<file path="src/design/sitoa_pkg.sv">
// ----------------------------------------------------------------------------
// sitoa_pkg
// Shared types and constants for the signed integer to decimal ASCII block.
// ----------------------------------------------------------------------------
`default_nettype none

package sitoa_pkg;

  // input value and magnitude width
  localparam int unsigned VALUE_W = 32;
  // width of decimal thresholds (nine times one thousand million needs 34 bits)
  localparam int unsigned THR_W   = 34;
  // digit position index, 0 to 9 (and 10 for the bound above the top digit)
  localparam int unsigned POS_W   = 4;
  localparam int unsigned DIGITS  = 10;
  // queue between front and back
  localparam int unsigned QDEPTH  = 2;
  localparam int unsigned QPTR_W  = (QDEPTH > 1) ? $clog2(QDEPTH) : 1;
  localparam int unsigned QCNT_W  = $clog2(QDEPTH + 1);

  localparam logic [7:0] CHAR_ZERO  = 8'h30;
  localparam logic [7:0] CHAR_MINUS = 8'h2D;

  // powers of ten, 10^0 to 10^10
  localparam logic [THR_W-1:0] POW10 [DIGITS+1] = '{
    34'd1,
    34'd10,
    34'd100,
    34'd1000,
    34'd10000,
    34'd100000,
    34'd1000000,
    34'd10000000,
    34'd100000000,
    34'd1000000000,
    34'd10000000000
  };

  // one classified request as held in the queue
  typedef struct packed {
    logic               neg;
    logic [VALUE_W-1:0] mag;
    logic [POS_W-1:0]   top_pos;
  } q_entry_t;

endpackage

`default_nettype wire

</file>
<file path="src/design/sitoa_front.sv">
// ----------------------------------------------------------------------------
// sitoa_front
// Accepts requests, forms sign and magnitude and finds the leading digit.
// ----------------------------------------------------------------------------
`default_nettype none

module sitoa_front (
  input  wire logic                          in_valid_i,
  output logic                               in_ready_o,
  input  wire logic [sitoa_pkg::VALUE_W-1:0] value_i,
  input  wire logic                          q_full_i,
  output logic                               q_push_o,
  output sitoa_pkg::q_entry_t                q_data_o
);

  logic                          neg;
  logic [sitoa_pkg::VALUE_W-1:0] mag;
  logic [sitoa_pkg::POS_W-1:0]   top_pos;

  // handshake towards the queue
  assign in_ready_o = !q_full_i;
  assign q_push_o   = in_valid_i && !q_full_i;

  // sign and magnitude, the most negative value wraps to 2^31 unsigned
  assign neg = value_i[sitoa_pkg::VALUE_W-1];
  assign mag = neg ? (sitoa_pkg::VALUE_W'(0) - value_i) : value_i;

  // leading digit position: number of powers of ten from 10^1 to 10^9 not above the magnitude
  always_comb begin
    top_pos = '0;
    for (int k = 1; k < sitoa_pkg::DIGITS; k++) begin
      top_pos = top_pos + sitoa_pkg::POS_W'(
        {{(sitoa_pkg::THR_W-sitoa_pkg::VALUE_W){1'b0}}, mag} >= sitoa_pkg::POW10[k]);
    end
  end

  assign q_data_o = '{neg: neg, mag: mag, top_pos: top_pos};

endmodule

`default_nettype wire

</file>
<file path="src/design/sitoa_fifo.sv">
// ----------------------------------------------------------------------------
// sitoa_fifo
// Short queue of classified requests between the front and the back.
// ----------------------------------------------------------------------------
`default_nettype none

module sitoa_fifo (
  input  wire logic                clk_i,
  input  wire logic                rst_ni,
  input  wire logic                push_i,
  input  wire sitoa_pkg::q_entry_t push_data_i,
  output logic                     full_o,
  input  wire logic                pop_i,
  output logic                     valid_o,
  output sitoa_pkg::q_entry_t      pop_data_o
);

  sitoa_pkg::q_entry_t              mem_q [sitoa_pkg::QDEPTH];
  logic [sitoa_pkg::QPTR_W-1:0]     wr_ptr_q, wr_ptr_d;
  logic [sitoa_pkg::QPTR_W-1:0]     rd_ptr_q, rd_ptr_d;
  logic [sitoa_pkg::QCNT_W-1:0]     count_q, count_d;

  assign full_o     = (count_q == sitoa_pkg::QCNT_W'(sitoa_pkg::QDEPTH));
  assign valid_o    = (count_q != '0);
  assign pop_data_o = mem_q[rd_ptr_q];

  // pointer and fill count update
  always_comb begin
    wr_ptr_d = wr_ptr_q;
    rd_ptr_d = rd_ptr_q;
    count_d  = count_q;
    if (push_i) begin
      wr_ptr_d = (wr_ptr_q == sitoa_pkg::QPTR_W'(sitoa_pkg::QDEPTH - 1)) ?
                 '0 : wr_ptr_q + 1'b1;
    end
    if (pop_i) begin
      rd_ptr_d = (rd_ptr_q == sitoa_pkg::QPTR_W'(sitoa_pkg::QDEPTH - 1)) ?
                 '0 : rd_ptr_q + 1'b1;
    end
    if (push_i && !pop_i) begin
      count_d = count_q + 1'b1;
    end else if (pop_i && !push_i) begin
      count_d = count_q - 1'b1;
    end
  end

  always_ff @(posedge clk_i or negedge rst_ni) begin
    if (!rst_ni) begin
      wr_ptr_q <= '0;
      rd_ptr_q <= '0;
      count_q  <= '0;
    end else begin
      wr_ptr_q <= wr_ptr_d;
      rd_ptr_q <= rd_ptr_d;
      count_q  <= count_d;
    end
  end

  // entry storage
  always_ff @(posedge clk_i) begin
    if (push_i) begin
      mem_q[wr_ptr_q] <= push_data_i;
    end
  end

  // checks
  a_no_overflow: assert property (@(posedge clk_i) disable iff (!rst_ni)
    !(push_i && full_o && !pop_i))
    else $error("queue written while full");

  a_no_underflow: assert property (@(posedge clk_i) disable iff (!rst_ni)
    pop_i |-> valid_o)
    else $error("queue read while empty");

endmodule

`default_nettype wire

</file>
<file path="src/design/sitoa_back.sv">
// ----------------------------------------------------------------------------
// sitoa_back
// Emits sign and digits of one request, most significant digit first.
// ----------------------------------------------------------------------------
`default_nettype none

module sitoa_back (
  input  wire logic                clk_i,
  input  wire logic                rst_ni,
  input  wire logic                q_valid_i,
  input  wire sitoa_pkg::q_entry_t q_data_i,
  output logic                     q_pop_o,
  output logic                     out_valid_o,
  input  wire logic                out_ready_i,
  output logic [7:0]               character_o,
  output logic                     last_o
);

  typedef enum logic [2:0] {
    ST_IDLE  = 3'b001,
    ST_SIGN  = 3'b010,
    ST_DIGIT = 3'b100
  } back_state_e;

  back_state_e                   state_q, state_d;
  logic [sitoa_pkg::VALUE_W-1:0] rem_q, rem_d;
  logic [sitoa_pkg::POS_W-1:0]   pos_q, pos_d;
  logic                          out_valid_q, out_valid_d;
  logic [7:0]                    char_q, char_d;
  logic                          last_q, last_d;

  logic                          can_emit;
  logic [sitoa_pkg::THR_W-1:0]   thr [9];
  logic [8:0]                    ge;
  logic [3:0]                    digit;
  logic [sitoa_pkg::THR_W-1:0]   sub;

  assign can_emit = !out_valid_q || out_ready_i;

  // multiples of the current power of ten, compared against the remainder
  always_comb begin
    for (int d = 1; d <= 9; d++) begin
      thr[d-1] = '0;
      for (int p = 0; p < sitoa_pkg::DIGITS; p++) begin
        if (pos_q == sitoa_pkg::POS_W'(p)) begin
          thr[d-1] = sitoa_pkg::THR_W'(sitoa_pkg::POW10[p] * sitoa_pkg::THR_W'(d));
        end
      end
      ge[d-1] = {{(sitoa_pkg::THR_W-sitoa_pkg::VALUE_W){1'b0}}, rem_q} >= thr[d-1];
    end
  end

  // digit is the number of multiples reached, the largest one is removed
  always_comb begin
    digit = '0;
    sub   = '0;
    for (int d = 0; d < 9; d++) begin
      digit = digit + 4'(ge[d]);
      if (ge[d]) begin
        sub = thr[d];
      end
    end
  end

  // sequencer and output register
  always_comb begin
    state_d     = state_q;
    rem_d       = rem_q;
    pos_d       = pos_q;
    out_valid_d = out_valid_q && !out_ready_i;
    char_d      = char_q;
    last_d      = last_q;
    q_pop_o     = 1'b0;
    case (state_q)
      ST_IDLE: begin
        if (q_valid_i) begin
          q_pop_o = 1'b1;
          rem_d   = q_data_i.mag;
          pos_d   = q_data_i.top_pos;
          state_d = q_data_i.neg ? ST_SIGN : ST_DIGIT;
        end
      end
      ST_SIGN: begin
        if (can_emit) begin
          out_valid_d = 1'b1;
          char_d      = sitoa_pkg::CHAR_MINUS;
          last_d      = 1'b0;
          state_d     = ST_DIGIT;
        end
      end
      ST_DIGIT: begin
        if (can_emit) begin
          out_valid_d = 1'b1;
          char_d      = sitoa_pkg::CHAR_ZERO + {4'b0000, digit};
          last_d      = (pos_q == '0);
          rem_d       = rem_q - sub[sitoa_pkg::VALUE_W-1:0];
          if (pos_q == '0) begin
            state_d = ST_IDLE;
          end else begin
            pos_d = pos_q - 1'b1;
          end
        end
      end
      default: begin
        state_d = ST_IDLE;
      end
    endcase
  end

  always_ff @(posedge clk_i or negedge rst_ni) begin
    if (!rst_ni) begin
      state_q     <= ST_IDLE;
      out_valid_q <= 1'b0;
    end else begin
      state_q     <= state_d;
      out_valid_q <= out_valid_d;
    end
  end

  always_ff @(posedge clk_i) begin
    rem_q  <= rem_d;
    pos_q  <= pos_d;
    char_q <= char_d;
    last_q <= last_d;
  end

  assign out_valid_o = out_valid_q;
  assign character_o = char_q;
  assign last_o      = last_q;

  // checks
  a_rem_fits: assert property (@(posedge clk_i) disable iff (!rst_ni)
    (state_q == ST_DIGIT) |->
      ({{(sitoa_pkg::THR_W-sitoa_pkg::VALUE_W){1'b0}}, rem_q} <
       sitoa_pkg::POW10[pos_q + 1'b1]))
    else $error("remainder exceeds current digit range");

  a_last_to_idle: assert property (@(posedge clk_i) disable iff (!rst_ni)
    (state_q == ST_DIGIT && can_emit && pos_q == '0) |=>
      (state_q == ST_IDLE && out_valid_o && last_o))
    else $error("final digit did not close the request");

  a_sign_not_last: assert property (@(posedge clk_i) disable iff (!rst_ni)
    (state_q == ST_SIGN && can_emit) |=> (out_valid_o && !last_o))
    else $error("minus sign flagged as last");

endmodule

`default_nettype wire

</file>
<file path="src/design/signed_int_to_decimal_ascii.sv">
// ----------------------------------------------------------------------------
// signed_int_to_decimal_ascii
// Converts a signed 32-bit integer into its decimal ASCII text.
// ----------------------------------------------------------------------------
// Each request carries one two's complement value; the block returns its
// decimal text one character per response, most significant first, with a
// leading '-' for negative values, no leading zeros, '0' for zero and the
// last flag on the final character. The front takes a request in the cycle
// it arrives, as long as the two-entry queue has room. The back takes a
// request from the queue while idle and then emits its 1 to 11 characters
// before it takes the next; the digit unit finds one digit a cycle while
// the response is not stalled, by comparing the remainder against the
// nine multiples of the current power of ten and subtracting the largest
// one reached. A stalled response holds the back while the front keeps
// filling the queue.
`default_nettype none

module signed_int_to_decimal_ascii (
  input  wire logic                          clk_i,
  input  wire logic                          rst_ni,
  input  wire logic                          in_valid_i,
  output logic                               in_ready_o,
  input  wire logic [sitoa_pkg::VALUE_W-1:0] value_i,
  output logic                               out_valid_o,
  input  wire logic                          out_ready_i,
  output logic [7:0]                         character_o,
  output logic                               last_o
);

  logic                q_full;
  logic                q_push;
  logic                q_pop;
  logic                q_valid;
  sitoa_pkg::q_entry_t q_wdata;
  sitoa_pkg::q_entry_t q_rdata;

  // request intake and classification
  sitoa_front u_front (
    .in_valid_i (in_valid_i),
    .in_ready_o (in_ready_o),
    .value_i    (value_i),
    .q_full_i   (q_full),
    .q_push_o   (q_push),
    .q_data_o   (q_wdata)
  );

  // decoupling queue
  sitoa_fifo u_fifo (
    .clk_i       (clk_i),
    .rst_ni      (rst_ni),
    .push_i      (q_push),
    .push_data_i (q_wdata),
    .full_o      (q_full),
    .pop_i       (q_pop),
    .valid_o     (q_valid),
    .pop_data_o  (q_rdata)
  );

  // character generation
  sitoa_back u_back (
    .clk_i       (clk_i),
    .rst_ni      (rst_ni),
    .q_valid_i   (q_valid),
    .q_data_i    (q_rdata),
    .q_pop_o     (q_pop),
    .out_valid_o (out_valid_o),
    .out_ready_i (out_ready_i),
    .character_o (character_o),
    .last_o      (last_o)
  );

endmodule

`default_nettype wire

</file>
<file path="config.mk">
export PLATFORM = sky130hd
export DESIGN_NAME = signed_int_to_decimal_ascii
export DESIGN_NICKNAME = d
export VERILOG_FILES = /design/src/design/sitoa_pkg.sv /design/src/design/sitoa_front.sv /design/src/design/sitoa_fifo.sv /design/src/design/sitoa_back.sv /design/src/design/signed_int_to_decimal_ascii.sv
export SDC_FILE = /design/constraint.sdc
export NUM_CORES = 1
export LEC_CHECK = 0
export ABC_AREA = 1
export BUFFER_PORTS_ARGS = -buffer_cell sky130_fd_sc_hd__buf_2
export CAP_MARGIN = 20
export CORE_AREA = 2 2 219 221
export CTS_BUF_LIST = sky130_fd_sc_hd__clkbuf_8
export CTS_CLUSTER_SIZE = 28
export DETAILED_ROUTE_END_ITERATION = 12
export DIE_AREA = 0 0 221 223
export GPL_TIMING_DRIVEN = 0
export HOLD_SLACK_MARGIN = 0.08
export PLACE_DENSITY = 0.5
export SLEW_MARGIN = 10
export SYNTH_ARGS = -nofsm -noshare
export SYNTH_HDL_FRONTEND = slang
export SYNTH_SLANG_ARGS = --single-unit
</file>
<file path="constraint.sdc">
create_clock -name clk_i -period 6.35 [get_ports clk_i]
set_input_delay 1.27 -clock clk_i [delete_from_list [all_inputs] [get_ports clk_i]]
set_output_delay 1.27 -clock clk_i [all_outputs]
set_load 0.005 [all_outputs]
</file>
### Word-level counts from Yosys, hierarchy flattened

Memories as Yosys holds them, arrays and structs flattened.
Cells that the tools add are included.

| operators by class | value |
|---|---|
| equal/unequal tests | 18 |
| reduce and logical (&&, ||, !) cells | 20 |
| add/subtract/negate cells | 24 |
| order comparisons | 18 |
| muxes and demuxes | 129 |

Operators by type and width:

| cell | count |
|---|---|
| $mux 32 | 14 |
| $mux 34 | 10 |
| $ge 32x33->1 | 4 |
| $mux 33 | 4 |
| $mux 30 | 4 |
| $mux 23 | 4 |
| $mux 29 | 3 |
| $mux 27 | 3 |
| $mux 20 | 4 |
| $mux 26 | 3 |
| $ge 32x34->1 | 2 |
| $ge 32x32->1 | 2 |
| $pmux 32 s2 | 1 |
| $mux 19 | 3 |
| $add 4x1->4 | 14 |
| $mux 13 | 4 |
| $mux 17 | 3 |
| $mux 25 | 2 |
| $mux 16 | 3 |
| $mux 22 | 2 |
| $mux 10 | 4 |
| $ge 32x10->1 const B | 1 |
| $ge 32x14->1 const B | 1 |
| $ge 32x17->1 const B | 1 |
| other kinds (55) | 113 |

| word-level totals | value |
|---|---|
| memories | 1 |
| register bits after elaboration | 53 |
| RAM bits | 74 |
| input port bits | 36 |
| output and inout port bits | 11 |

Memories:

| memory | words | bits a word | read ports | clocked after Yosys merged registers in | write ports | line | RTL |
|---|---|---|---|---|---|---|---|
| u_fifo.mem_q | 2 | 37 | 1 | 0 | 1 | sitoa_fifo.sv:18 | `sitoa_pkg::q_entry_t mem_q [sitoa_pkg::QDEPTH];` |

### Depth between registers and ports, before layout

Gate-level depths: netlist of the first run.

| depth | value |
|---|---|
| depth in word-level cells | 24 |
| mapped depth | 49 |
| gate-level depth less buffers | 48 |

### By module

From an unflattened synthesis of the first run, not the netlist that was laid out.

| unflattened totals | value |
|---|---|
| cells, all modules | 2606 |
| area, all modules | 17480.5 µm² |

Modules (own cells, without submodules):

| module | times used | cells an instance | area an instance (µm²) |
|---|---|---|---|
| sitoa_back | 1 | 2052 | 12517.0 |
| sitoa_fifo | 1 | 140 | 2959.1 |
| sitoa_front | 1 | 414 | 2004.4 |

### Worst setup path after synthesis of the first run

No wires, ideal clock.

| path | value |
|---|---|
| kind | register to register |
| start | reg u_back.pos_q[1] (netlist bit) |
| end | reg u_back.char_q[2], in the netlist u_back.character_o[2] (data pin) |
| arrival time | 5556 ps |
| path buffers | 4 |
| required time | 6086 ps |
| slack | 530 ps |
| cell stages (with the launch flop) | 26 |
| setup time | 264 ps |
| cell sequence | edfxtp_1 inv_1 ha_1 nand3_2 clkbuf_1 buf_1 ha_1 buf_2 nand2_1 nor2_1 inv_1 nor2_1 a21oi_1 nand3_1 buf_4 ha_1 inv_1 fa_1 fa_1 fa_1 inv_1 ha_1 inv_1 fa_1 xor2_1 nand2_1 |

| between the ends | value |
|---|---|
| longest elaborated chain between the ends | 23 |
| elaborated cells between the ends (all ways) | 120 |
| those cells by class | 9 x add/sub; 9 x order compare; 9 x eq/ne; 92 x mux; 1 x reduce/logical |

Ends and longest elaborated chain:

| element | line | RTL |
|---|---|---|
| start: declaration | sitoa_back.sv:27 | `logic [sitoa_pkg::POS_W-1:0] pos_q, pos_d;` |
| start signal: assignment | sitoa_back.sv:122 | `pos_q <= pos_d;` |
| $logic_not 4->1 | sitoa_back.sv:45 | `if (pos_q == sitoa_pkg::POS_W'(p)) begin` |
| $mux 1 or $mux 2 (tied branches) | sitoa_back.sv:45 |  |
| $mux 34 or $mux 5 (tied branches) | sitoa_back.sv:45 |  |
| $mux 34 or $mux 8 (tied branches) | sitoa_back.sv:45 |  |
| $mux 34 or $mux 11 (tied branches) | sitoa_back.sv:45 |  |
| $mux 34 or $mux 15 (tied branches) | sitoa_back.sv:45 |  |
| $mux 34 or $mux 18 (tied branches) | sitoa_back.sv:45 |  |
| $mux 34 or $mux 21 (tied branches) | sitoa_back.sv:45 |  |
| [2 not listed] | n/a |  |
| $mux 34 or $mux 31 (tied branches) | sitoa_back.sv:45 |  |
| $ge 32x34->1 or $ge 32x31->1 (tied branches) | sitoa_back.sv:49 | `ge[d-1] = {{(sitoa_pkg::THR_W-sitoa_pkg::VALUE_W){1'b0}}, rem_q} >= thr[d-1];` |
| $add 1x1->2 | sitoa_back.sv:58 | `digit = digit + 4'(ge[d]);` |
| $add 4x1->4 (6 in series) | sitoa_back.sv:58 |  |
| $add 4x1->4 * | sitoa_back.sv:58 |  |
| $add 6x4->7 * | sitoa_back.sv:94 | `char_d = sitoa_pkg::CHAR_ZERO + {4'b0000, digit};` |
| $mux 8 * | sitoa_back.sv:92 | `if (can_emit) begin` |
| $pmux 8 s2 * | sitoa_back.sv:74 | `case (state_q)` |
| end signal: assignment | sitoa_back.sv:123 | `char_q <= char_d;` |
| end: declaration | sitoa_back.sv:29 | `logic [7:0] char_q, char_d;` |

Every way passes the cells marked *; elsewhere a longest branch is shown, timed or not. The select of a mux whose other input is x is not followed.
A chain may end at the register's enable or synchronous reset.

### Final worst setup path of the first run

| path | value |
|---|---|
| start | reg u_back.pos_q[1] (netlist bit) |
| end | reg u_back.rem_q[30] (netlist bit) (data pin) |

| between the ends | value |
|---|---|
| longest elaborated chain between the ends | 24 |
| elaborated cells between the ends (all ways) | 121 |
| those cells by class | 1 x add/sub; 9 x order compare; 9 x eq/ne; 101 x mux; 1 x reduce/logical |

Ends and longest elaborated chain:

| element | line | RTL |
|---|---|---|
| $logic_not 4->1 | sitoa_back.sv:45 |  |
| $mux 1 | sitoa_back.sv:45 |  |
| $mux 34 (9 in series) | sitoa_back.sv:45 |  |
| $ge 32x34->1 | sitoa_back.sv:49 |  |
| $mux 32 (8 in series) | sitoa_back.sv:59 | `if (ge[d]) begin` |
| $mux 32 * | sitoa_back.sv:59 |  |
| $sub 32x32->32 * | sitoa_back.sv:96 | `rem_d = rem_q - sub[sitoa_pkg::VALUE_W-1:0];` |
| $mux 32 * | sitoa_back.sv:92 |  |
| $pmux 32 s2 * | sitoa_back.sv:74 |  |
| net u_back.rem_d (one bit) | sitoa_back.sv:26 | `logic [sitoa_pkg::VALUE_W-1:0] rem_q, rem_d;` |
| end signal: assignment | sitoa_back.sv:121 | `rem_q <= rem_d;` |
| end: declaration | sitoa_back.sv:26 |  |

The timed path passes the listed nets; every way through them passes the cells marked *. The select of a mux whose other input is x is not followed.

==> results.sh, run 1 <==
export IMPL_status="completed"
export IMPL_crit_top_cell="nand3_1"
export IMPL_slew_viol_final=0
export IMPL_clock_latency_ns=0.46
export IMPL_synth_top_cell_area_share=0.202
export IMPL_worstMarginPinSlew_ns=1.01
export IMPL_endpoint_kind="flip-flop"
export IMPL_dieArea_sq_um=49300
export IMPL_synth_seq_cells=124
export IMPL_place_area_sq_um=18300
export IMPL_async_flop_share=0.0645
export IMPL_n_fill_cell=4948
export IMPL_wire_per_inst_um=22.1
export IMPL_place_congestion=1.00
export IMPL_io_buffers=43
export IMPL_num_vias=18752
export IMPL_globalRouteOverflowTotal=0
export IMPL_cts_hold_buffers=0
export IMPL_slew_headroom=0.323
export IMPL_firstDrtPassIters=5
export IMPL_gr_usage_met1=0.358
export IMPL_drtAntennaViolNets=0
export IMPL_synth_edf_count=116
export IMPL_vias_per_cell=5.51
export IMPL_yosysTopAreaCell="edfxtp_1"
export IMPL_ys_warnings_count=0
export IMPL_chipHeight_um=223
export IMPL_finalInstanceArea_sq_um=21000
export IMPL_drc=0
export IMPL_synthSimpleGateAreaFrac=0.318
export IMPL_core_area_sq_um=47100
export IMPL_ys_flop_type="edfxtp_1"
export IMPL_htree_levels=4
export IMPL_first_iter_violations=1379
export IMPL_crit_path_max_incr_delay_ns=0.40
export IMPL_min_path_type="reg2reg"
export IMPL_period_share=0.977
export IMPL_io_pins=47
export IMPL_critPathLaunchType="flip-flop"
export IMPL_synth_compound_area_share=0.157
export IMPL_avgSynthCellArea_sq_um=6.66
export IMPL_seq_area_frac_synth=0.214
export IMPL_clock_path_buffers=2
export IMPL_cts_tree="built"
export IMPL_drv_cap=0
export IMPL_layout_drive_gt1_share=0.176
export IMPL_worst_clock_skew_ns=0.0142
export IMPL_grt_busiest_layer="met2"
export IMPL_fin_nets=3085
export IMPL_synth_mux_area_fraction=0.00174
export IMPL_required_ns=6.52
export IMPL_yosys_cell_types_count=62
export IMPL_grt_pass1_vias=17756
export IMPL_root_buffer="clkbuf_8"
export IMPL_synthXorXnorAreaFrac=0.0248
export IMPL_grt_pass1_wl_um=110000
export IMPL_met2_usage=0.515
export IMPL_synth_most_common_cell="nand2_1"
export IMPL_std_cell_rows=80
export IMPL_routed_wl_um=75200
export IMPL_setup_viol=0
export IMPL_syn_to_final_growth_pct=22.0
export IMPL_synth_top_family_by_area="simple AND/OR/NAND/NOR gates"
export IMPL_synth_area_top_cells="edfxtp_1 (20%), ha_1 (19%), nand2_1 (17%)"
export IMPL_grt_max_degree=28
export IMPL_die_x_um=221
export IMPL_crit_type="reg2reg"
export IMPL_crit_path_top_delay_cell="edfxtp_1"
export IMPL_worst_path_max_fanout=10
export IMPL_min_period_ns=6.20
export IMPL_synth_area_sq_um=17200
export IMPL_rsz0062_at_grt="yes"
export IMPL_cts_sinks=124
export IMPL_cts_buffers=17
export IMPL_clkTransAtPathRegs_ns=0.09
export IMPL_hold_violations=0
export IMPL_synthCells=2587
export IMPL_synthTopCellsByCount="nand2_1 (777), a21oi_1 (266), ha_1 (266)"
export IMPL_use_met3=0.0254
export IMPL_arrival_ns=6.37
export IMPL_antenna_found_initial=1
export IMPL_max_freq_mhz=161
export IMPL_synthAdderAreaFrac=0.206
export IMPL_initial_core_util=0.365
export IMPL_grtUsageTotal=0.297
export IMPL_dp_hpwl_um=60300
## critical path, delay by kind of cell, from the launching register on
family                     cells  cell delay, ns
AOI/OAI and AO/OA              7            1.01
and+or+nand+nor               16            2.59
buffers and inverters          7            0.89
adders and majority gates      4            1.03
DFF                            1            0.40
## cell families after synthesis
group | after synthesis
AND/OR/NAND/NOR | 1294
AO/OA/AOI/OAI | 494
buffers and inverters | 346
adder cells (fa/ha/maj) | 277
flip-flops | 124
XOR/XNOR | 47
multiplexers | 3
other | 2
## stage by stage
step	util	cells	hold slack, ns	setup slack [ns]	TNS (ns)
6_report	0.446	3401	0.478	0.147	0
2_1_floorplan	-	2588	0.446	0.530	0
3_5_place_dp	0.388	3250	0.467	-2.24	-47.50
4_1_cts	0.420	3328	0.483	0.000953	0
3_3_place_gp	0.386	3246	0.463	-2.80	-65.24
5_1_grt	0.446	3401	0.525	-0.0928	-0.270
## state kept, by name (all words and copies together), names as in the netlist
name / flops
u_fifo.count_q: 2
u_back.character_o: 5
u_back.out_valid_o: 1
u_fifo.wr_ptr_q: 1
u_back.state_q: 3
u_back.pos_q: 4
u_back.last_o: 1
u_fifo.rd_ptr_q: 1
u_back.rem_q: 32
u_fifo.mem_q: 74
## repair_timing
item | 4_1_cts | 5_1_grt
endpoints found under the setup margin | 36 | 25
pin swaps | 29 | 77
setup buffers | 46 | 68
gates cloned | 0 | 4
gates resized for setup | 207 | 162
## layout by cell type (no fill, tap or decap), types with 20 or more instances in the layout
cell type,n
inv_2,25
nor3_1,33
a21oi_1,243
edfxtp_1,116
o21ai_1,22
buf_2,47
nor2_4,45
clkbuf_8,21
o21ai_0,105
inv_1,238
nor2_1,196
ha_1,248
nand4_1,54
nor2_2,20
buf_4,118
nand2_1,757
xor2_1,37
nand3_1,105
## worst paths after layout
kind	slack [ns]	start	endpoint	cells after the start
setup / recovery	0.15	u_back.pos_q[1]	u_back.rem_q[30]	34
hold / removal	0.48	u_fifo.count_q[0]	u_fifo.count_q[0]	1
setup reg to reg	0.15	u_back.pos_q[1]	u_back.rem_q[30]	34
hold reg to reg	0.48	u_fifo.count_q[0]	u_fifo.count_q[0]	1
max in group asynchronous	5.46	rst_ni	u_back.state_q[0]	1
min in group asynchronous	0.64	rst_ni	u_fifo.count_q[1]	1
## cell type report
| class | instances | area [sq um] | area share |
|---|---|---|---|
| multi-input combinational | 2119 | 13300 | 0.631 |
| sequential | 124 | 3680 | 0.175 |
| timing repair buffer | 164 | 1260 | 0.0601 |
| inverter | 283 | 1130 | 0.0539 |
| tap | 615 | 769 | 0.0366 |
| buffer | 63 | 504 | 0.0240 |
| clock buffer | 18 | 248 | 0.0118 |
| clock inverter | 14 | 146 | 0.00697 |
| antenna | 1 | 2.50 | 0.000119 |
## routing by layer
layer / share of wire / vias to the layer above / wire, um
met4: 0.071 / 0 / 5300
met2: 0.48 / 705 / 35900
li1: - / 9128 / -
met5: 0 / - / 0
met1: 0.40 / 8700 / 30000
met3: 0.053 / 219 / 3990
Power of run 1 is not shown: default switching activity piles up to over one toggle a cycle in this logic, so the estimate is an artifact.
==> inputs of run 2 (changes only) <==
Settings changed: ABC_AREA 1 to 0, CORE_AREA 2 2 219 221 to 2 2 216 218, DIE_AREA 0 0 221 223 to 0 0 218 220, PLACE_DENSITY 0.5 to 0.49, SYNTH_HIERARCHICAL set to 1.
==> run 2 against run 1 <==
The flow now finishes with violations (negative setup slack); critical path type unchanged; area after synthesis shrank 3.4%; fmax shrank 12%; final cell count shrank 15%; critical path depth shrank 3; wire length grew 4.8%; non-clock buffer count grew 125; global-route usage grew 2.5 points; count of clock-buffer cells in the layout shrank 1; register-to-register slack lost 0.83 ns; clock skew shrank 0.0011 ns; cell area grew 7.7%.
==> results.sh, run 2 <==
export IMPL_grt_pass1_vias=17539
export IMPL_core_area_sq_um=45900
export IMPL_num_vias=18080
export IMPL_seq_area_frac_synth=0.222
export IMPL_synth_mux_area_fraction=0.0314
export IMPL_period_share=1.11
export IMPL_root_buffer="clkbuf_8"
export IMPL_cts_hold_buffers=0
export IMPL_post_route_util=0.493
export IMPL_required_ns=6.54
export IMPL_ys_warnings_count=6
export IMPL_synth_compound_area_share=0.257
export IMPL_finalWorstSetupSlack_ns=-0.685
export IMPL_syn_to_final_growth_pct=36.0
export IMPL_initial_core_util=0.363
export IMPL_endpoint_kind="flip-flop"
export IMPL_avgSynthCellArea_sq_um=8.40
export IMPL_grtUsageTotal=0.322
export IMPL_rrSetupSlack_ns=-0.68
export IMPL_synthCells=1979
export IMPL_min_period_ns=7.03
export IMPL_mostFrequentLayoutCell="ha_1"
export IMPL_drtAntennaViolNets=0
export IMPL_synth_most_common_cell="ha_1"
export IMPL_clkTransAtPathRegs_ns=0.08
export IMPL_synth_top_family_by_area="compound AO/OA/AOI/OAI gates"
export IMPL_htree_levels=4
export IMPL_slew_viol_final=0
export IMPL_worst_clock_skew_ns=0.0130
export IMPL_globalRouteOverflowTotal=0
export IMPL_worstReg2RegStart="u_back/pos_q[0]"
export IMPL_io_pins=47
export IMPL_max_freq_mhz=142
export IMPL_drt_met1_wl_um=30100
export IMPL_clock_path_buffers=2
export IMPL_synthSimpleGateAreaFrac=0.202
export IMPL_slew_headroom=0.467
export IMPL_firstDrtPassIters=7
export IMPL_fin_nets=2574
export IMPL_place_ws_ns=-3.43
export IMPL_holdWs_ns=0.485
export IMPL_crit_type="reg2reg"
export IMPL_cts_tree="built"
export IMPL_final_cell_mix="ha_1 (225), buf_4 (216), nand2_1 (154)"
export IMPL_grt_max_degree=33
export IMPL_synthAdderAreaFrac=0.206
export IMPL_io_buffers=38
export IMPL_synth_seq_cells=124
export IMPL_place_congestion=1.04
export IMPL_hold_violations=0
export IMPL_crit_path_max_incr_delay_ns=0.54
export IMPL_synthTopCellsByCount="ha_1 (256), nand2_1 (178), a21oi_1 (164)"
export IMPL_worst_path_max_fanout=8
export IMPL_std_cell_rows=79
export IMPL_yosysTopAreaCell="edfxtp_1"
export IMPL_first_iter_violations=1571
export IMPL_crit_path_end="u_back/rem_q[30]"
export IMPL_die_x_um=218
export IMPL_crit_path_start="u_back/pos_q[0]"
export IMPL_cts_sinks=124
export IMPL_synth_top_cell_area_share=0.209
export IMPL_yosys_cell_types_count=109
export IMPL_dieArea_sq_um=48000
export IMPL_layout_drive_gt1_share=0.340
export IMPL_arrival_ns=7.22
export IMPL_routed_wl_um=78700
export IMPL_min_path_type="reg2reg"
export IMPL_clock_latency_ns=0.46
export IMPL_ys_flop_type="edfxtp_1"
export IMPL_antenna_found_initial=1
export IMPL_setup_viol=26
export IMPL_highest_signal_layer="met4"
export IMPL_worstRegToRegCells=31
export IMPL_top_register="u_fifo/mem_q"
export IMPL_grt_pass1_wl_um=113000
export IMPL_async_flop_share=0.0645
export IMPL_drc=0
export IMPL_status="finished with violations"
export IMPL_critPathLaunchType="flip-flop"
export IMPL_drv_cap=0
export IMPL_vias_per_cell=6.25
export IMPL_synth_edf_count=116
export IMPL_largest_reg_flops=74
export IMPL_crit_path_top_delay_cell="edfxtp_1"
export IMPL_worstMarginPinSlew_ns=0.799
export IMPL_synth_area_sq_um=16600
export IMPL_dp_hpwl_um=57900
export IMPL_regToRegEndpoint="u_back/rem_q[30]"
export IMPL_rsz0062_at_grt="yes"
export IMPL_chipHeight_um=220
export IMPL_synth_area_top_cells="edfxtp_1 (21%), ha_1 (19%), a21oi_1 (4.9%)"
export IMPL_synthXorXnorAreaFrac=0.0299
export IMPL_cts_buffers=17
export IMPL_met3_length_um=5320
export IMPL_routed_wl_met2_um=37300
export IMPL_violations="negative setup slack"
export IMPL_wire_per_inst_um=27.2
## run 2: cell count changes after synthesis, sizes merged, moves of 18 or more
cell / delta
nor2: -107
mux2: +37
a211oi: +35
a21oi: -102
inv: -170
a21o: +21
nor2b: +21
nand2b: +29
o31ai: +25
nand3: -79
o41ai: +18
xnor2: +21
or3: +24
nand2: -600
## run 2: per-layer routing
layer / GRT usage / vias up
li1: - / 8193
met2: 0.557 / 904
met4: 0.204 / 0
met3: 0.0461 / 285
met1: 0.374 / 8698
met5: 0 / -
## run 2: kinds of logic after synthesis
kind of cell             Yosys count
XOR/XNOR                          56
buffers and inverters            194
flip-flops                       124
AO/OA/AOI/OAI                    635
AND/OR/NAND/NOR                  661
multiplexers                      40
other                              2
adder cells (fa/ha/maj)          267
## run 2: area by class of cell
cell class                 count  area, sq um
fill                        4395        23200
multi-input combinational   1662        14200
sequential                   124         3680
timing repair buffer         279         2300
tap                          607          759
buffer                        73          721
inverter                     113          546
clock buffer                  17          234
clock inverter                15          191
timing repair inverter         1         8.76
antenna                        2         5.00
## run 2: worst min-delay path by stage
stage                           start                 to  cells after the start
floorplan           u_fifo/count_q[1]  u_fifo/count_q[1]                      1
global placement    u_fifo/count_q[1]  u_fifo/count_q[1]                      1
detailed placement  u_fifo/count_q[1]  u_fifo/count_q[1]                      1
CTS                 u_fifo/count_q[1]  u_fifo/count_q[1]                      1
global route        u_fifo/count_q[1]  u_fifo/count_q[1]                      1
finish              u_fifo/count_q[1]  u_fifo/count_q[1]                      1
## run 2: repair_timing
item,CTS,global route
endpoints found under the setup margin,44,35
buffers inserted,183,56
resized for setup,488,146
pin swaps,151,128
gates cloned,2,1
## run 2: worst max-delay path, delay by kind of cell, from the launching register on
family / cells / cell delay, ns
flops: 1 / 0.54
simple gates: 9 / 1.67
fa+ha+maj: 3 / 0.66
compound gates: 11 / 2.57
buf+inv: 7 / 1.05
mux: 1 / 0.22
## run 2: metrics by stage
stage                     cells  instance area, sq um  setup TNS, ns
after detailed placement   2632                 17800         -99.21
after global placement     2625                 17600        -116.94
final                      2893                 22600         -11.88
after floorplan            1980                 16700        -0.0285
after CTS                  2843                 21700          -6.42
after global routing       2892                 22600         -15.28
Power of run 2 is left out for the same reason.
